## src/hw/rtl/bsrd_pkg.sv

```systemverilog
// Shared types, constants and helpers for the scan report deduplicator.
// Used by the table search, the structure walker, the top level and the checker.
`timescale 1ns / 1ps
package bsrd_pkg;

  // Default number of address table entries
  localparam int DEFAULT_TABLE_DEPTH = 128;

  // Advertising data geometry
  localparam int ADV_BYTES   = 32;
  localparam int ADV_DATA_W  = ADV_BYTES * 8;
  localparam int ADDR_W      = 48;
  localparam int ADV_LEN_W   = 5;

  // Advertising structure types that carry a local name
  localparam logic [7:0] AD_NAME_SHORT    = 8'h08;
  localparam logic [7:0] AD_NAME_COMPLETE = 8'h09;

  // Input tdata layout
  localparam int IN_TDATA_W   = 312;
  localparam int IN_ADDR_LSB  = 0;
  localparam int IN_LEN_LSB   = 48;
  localparam int IN_BYTES_LSB = 53;

  // Output tdata layout
  localparam int OUT_TDATA_W       = 48;
  localparam int OUT_IS_NEW_BIT    = 0;
  localparam int OUT_STORED_BIT    = 1;
  localparam int OUT_NAME_BIT      = 2;
  localparam int OUT_NEW_TOT_LSB   = 3;
  localparam int OUT_NAMED_TOT_LSB = 19;
  localparam int OUT_USED_LSB      = 35;
  localparam int OUT_USED_MSB      = 42;

  // Top level sequencer states
  typedef enum logic [1:0] {
    ST_IDLE,
    ST_RUN,
    ST_OUT
  } ctrl_state_t;

  // Table search status
  typedef struct packed {
    logic done;
    logic found;
  } srch_res_t;

  // Table write request
  typedef struct packed {
    logic              en;
    logic [ADDR_W-1:0] data;
  } tbl_wr_t;

  // Structure walk status
  typedef struct packed {
    logic done;
    logic named;
  } walk_res_t;

  // Pick one advertising byte by index
  function automatic logic [7:0] adv_byte(input logic [ADV_DATA_W-1:0] data,
                                          input logic [4:0] idx);
    return data[{3'b000, idx} * 8 +: 8];
  endfunction

endpackage

```

## src/hw/rtl/bsrd_ad_walker.sv

```systemverilog
// Walks the length-type advertising structures one structure per cycle.
// Depends on bsrd_pkg for the byte picker and name type codes.
`timescale 1ns / 1ps
module bsrd_ad_walker
  import bsrd_pkg::*;
(
  input  logic                  clk,
  input  logic                  rst_n,
  input  logic                  start,
  input  logic [ADV_LEN_W-1:0]  adv_len,
  input  logic [ADV_DATA_W-1:0] ad_bytes,
  output walk_res_t             res
);

  logic                 busy_r, busy_nxt;
  logic                 done_r, done_nxt;
  logic                 named_r, named_nxt;
  logic [ADV_LEN_W-1:0] pos_r, pos_nxt;
  logic [7:0]           len_byte;
  logic [7:0]           type_byte;
  logic [8:0]           end_pos;

  assign len_byte  = adv_byte(ad_bytes, pos_r);
  assign type_byte = adv_byte(ad_bytes, pos_r + 5'd1);
  assign end_pos   = {4'b0000, pos_r} + {1'b0, len_byte} + 9'd1;

  // Check one structure and step past it
  always_comb begin
    busy_nxt  = busy_r;
    done_nxt  = done_r;
    named_nxt = named_r;
    pos_nxt   = pos_r;
    if (start) begin
      busy_nxt  = 1'b1;
      done_nxt  = 1'b0;
      named_nxt = 1'b0;
      pos_nxt   = '0;
    end else if (busy_r) begin
      if (pos_r >= adv_len || len_byte == 8'd0 || end_pos > {4'b0000, adv_len}) begin
        busy_nxt = 1'b0;
        done_nxt = 1'b1;
      end else if (type_byte == AD_NAME_COMPLETE || type_byte == AD_NAME_SHORT) begin
        busy_nxt  = 1'b0;
        done_nxt  = 1'b1;
        named_nxt = (len_byte > 8'd1);
      end else begin
        pos_nxt = end_pos[ADV_LEN_W-1:0];
      end
    end
  end

  always_ff @(posedge clk) begin
    if (!rst_n) begin
      busy_r  <= 1'b0;
      done_r  <= 1'b0;
      named_r <= 1'b0;
      pos_r   <= '0;
    end else begin
      busy_r  <= busy_nxt;
      done_r  <= done_nxt;
      named_r <= named_nxt;
      pos_r   <= pos_nxt;
    end
  end

  assign res.done  = done_r;
  assign res.named = named_r;

endmodule

```

## config.mk

```make
export PLATFORM = sky130hd
export DESIGN_NAME = bsrd_ad_walker
export DESIGN_NICKNAME = d
export VERILOG_FILES = /design/src/hw/rtl/bsrd_pkg.sv /design/src/hw/rtl/bsrd_ad_walker.sv
export SDC_FILE = /design/constraint.sdc
export NUM_CORES = 1
export LEC_CHECK = 0
export ABC_AREA = 1
export BUFFER_PORTS_ARGS = -buffer_cell sky130_fd_sc_hd__buf_2
export CAP_MARGIN = 20
export CORE_ASPECT_RATIO = 2
export CORE_MARGIN = 2
export CORE_UTILIZATION = 51
export DETAILED_ROUTE_END_ITERATION = 16
export PLACE_DENSITY = 0.87
export SYNTH_ARGS = -nofsm -noshare
export SYNTH_HDL_FRONTEND = slang
export SYNTH_SLANG_ARGS = --single-unit
```

## constraint.sdc

```tcl
create_clock -name clk -period 5.7 [get_ports clk]
set_input_delay 1.14 -clock clk [delete_from_list [all_inputs] [get_ports clk]]
set_output_delay 1.14 -clock clk [all_outputs]
set_load 0.02 [all_outputs]
```

==> summary.txt <==
Placed design
  • GP Congestion: 0.993
  • Placed Area: around 0.0067 mm^2
  • HPWL Detailed: between 15000 and 20000 um
  • Port Buffers: 265

Setup path
  • Data required time of the worst path: 5870 ps
  • Setup crit start kind: register
  • Most used cell, CP: nand2_1
  • Crit path DAT: 5020 ps
  • Critical-path top delay cell: buf_12
  • Worst-path fanout max: 235
  • WP buf/inv: 4
  • Worst r2r path cells: 28
  • Critical R2R Launch: pos_r[0]
  • R2r endpoint: pos_r[0]
  • Cell family with most CP delay: simple AND/OR/NAND/NOR gates
  • Critical Path End Type: register
  • Worst R2R Setup Slack: ~850 ps
  • CP max stage delay: approximately 640 ps
  • Critical path class: reg -> reg

Finish
  • Layout cells sized above 1: a little over a fifth
  • Most frequent cells in the layout: nand2_1, buf_2, nand3_1
  • Most common cell after layout, fill and taps aside: nand2_1
  • Design Area, Final: 0.00678 mm^2
  • Final net count: roughly 1700
  • Area growth, synth to finish: 22.1%
  • Fillers: 1140

Pwr
  • Peak supply drop: 126 uV
  • Leak: 3.92 nW
  • Power Density: 74.7 mW/mm^2
  • Design Power: ~0.0005 W

Clocking
  • Clk_lat worst skew: 240 ps
  • CTS Buf Count: 3
  • Post-CTS setup buffers: 0
  • PostCTS Resize Cnt: 0
  • CTS sink cnt: 8
  • Clock buffer depth: 2
  • CTS tree: yes
  • Hold-fix buffers, CTS: 0
  • Reg clk slew, reported paths: 40 ps
  • Clock tree root driver cell: clkbuf_16
  • CTS HTree Levels: 1

Synthesis
  • Synth warn: 0
  • Yosys top cell area share: 33.3%
  • Synth cell types: 32
  • Syn Area/Cell: 4.61 um^2
  • Synth area leaders: nand2_1, nand3_1, nor2_1
  • Top FF cell, synth: dfxtp_1
  • Cell taking the most area after synthesis: nand2_1
  • EDFF count, synth: 0
  • Async SR Flop Fraction: 0%
  • Synthesis-stage register bit count: 8
  • Post-synthesis sequential area ratio: under 10%
  • Synth Instances: approximately 1200
  • Synthesized netlist net count: 1485
  • Syn Std Cell Area: 0.00555 mm^2

Drt
  • Wire length on met2: 11800 um
  • Final WL: 23000 um
  • Metal3 WL: between 1500 and 2000 um
  • Via count: 8547
  • ANT nets after route: 0
  • Initial DRC Count: 970
  • Max layer used: met4
  • M1 wire length: 7770 um
  • DRC: 0
  • First-pass DRT Iterations: 6
  • Post-DR vias/cell: 5.55
  • Routed len/inst: 14.9 um

Worst hold path
  • Worst hold start: done_r
  • WHS Endpoint: done_r
  • Worst hold path class: reg -> reg
  • Worst hold stages: 2

GRT
  • First-pass GRT wire length: 35900 um
  • Vias in the first global route: 7847
  • Global-route usage over all layers: 37.3%
  • GRT overflow: 0
  • Pin count of the biggest net entering global routing: around 240
  • Initial antenna violation count: 2

STA
  • Rel. slew slack: 26.1%
  • Worst-Margin Slew: 1110 ps
  • Final setup vio count: 0
  • RSZ-0062 raised after global routing: false
  • Max frequency: 206 MHz
  • Tmin final: 4850 ps
  • Setup_tns: 0 ps
  • Hold Vio Cnt, Final: 0
  • Pins over their slew limit: 0
  • Tcrit/Tclk final: 85.0%
  • Worst Skew: between 6 and 7 ps

Floorplanning
  • Die Height: roughly 150 um
  • Starting Density: 52.7%
  • DIE WIDTH: 77.8 um
  • Core Box Area: between 0.01 and 0.015 mm^2
  • Die area: 0.0118 mm^2
  • I/O pin cnt: 266
  • Row count: 53

Run status
  • Status: finished, final reports clean

Flow run
  • Max-cap violation count: 0
==> synth_stat cells, types with 2 or more instances <==
master and number:
nand2_1 492, nand3_1 202, nor2_1 122, inv_1 116, a21oi_1 52, buf_2 46, o21ai_0 46, o211ai_1 18
ha_1 16, buf_4 15, nand4_1 13, clkbuf_1 11, nand3b_1 10, dfxtp_1 8, buf_6 5, o21ai_1 5
xor2_1 5, buf_1 3, nor2_2 3, or2_2 3, inv_2 2
==> layer usage <==
metal | GRT usage (%) | vias up
met5 | 0 | -
met4 | 23.1 | 0
met3 | 3.55 | 121
met2 | 69.1 | 544
met1 | 39.9 | 3664
li1 | - | 4218
==> flip-flops by register name, summed over array words and instances, names as in the netlist <==
register  flops
pos_r         5
busy_r        1
done_r        1
named_r       1
==> cell type report <==
class	count	area, um^2	share of cell area (%)
multi-input combinational	996	4490	66.2
timing repair buffer	274	1420	20.9
inverter	120	453	6.68
tap	137	171	2.53
sequential	8	165	2.43
clock buffer	4	78.8	1.16
antenna	2	5.00	0.0738
==> worst reg2reg max path: cells and delay by family, from the launching register on <==
family | cells | cell delay [ps]
flops | 1 | 370
buf+inv | 4 | 840
simple gates | 18 | 2150
compound gates | 2 | 310
xor+xnor | 1 | 210
fa+ha+maj | 3 | 910
==> worst max-delay path by stage <==
stage / start / end / slack, ps / depth (start not counted)
finish: pos_r[0] / pos_r[0] / 850 / 28
global route: pos_r[0] / pos_r[3] / 430 / 27
CTS: pos_r[0] / pos_r[0] / 1000 / 25
detailed placement: ad_bytes[224] / pos_r[0] / 910 / 27
global placement: ad_bytes[232] / pos_r[0] / 1080 / 27
floorplan: ad_bytes[248] / pos_r[4] / 1590 / 24
==> power by group <==
part	switching, W	internal (W)
clock network	0.0000312	0.0000935
registers	0.00000192	0.0000569
logic	0.000184	0.000139
total	0.000218	0.000289
==> metrics by stage <==
stage	worst slack (ps)	std cells	hold slack, ps	utilization [%]
after detailed placement	909	1535	475	63.5
after CTS	997	1539	486	64.3
final	852	1541	491	64.3
after global placement	1080	1535	469	63.5
after global routing	432	1541	536	64.3
after floorplan	1590	1204	438	-
==> kinds of logic (layout without fill, tap and decap cells) <==
family	count (synthesis)	in the layout	synth area share [%]
flip-flops	8	8	2.88
adder cells (fa/ha/maj)	17	17	3.97
other	0	2	0
XOR/XNOR	6	6	0.946
AND/OR/NAND/NOR	850	850	63.9
AO/OA/AOI/OAI	123	123	12.0
buffers and inverters	200	398	16.3
(Power assumes the default switching activity.)
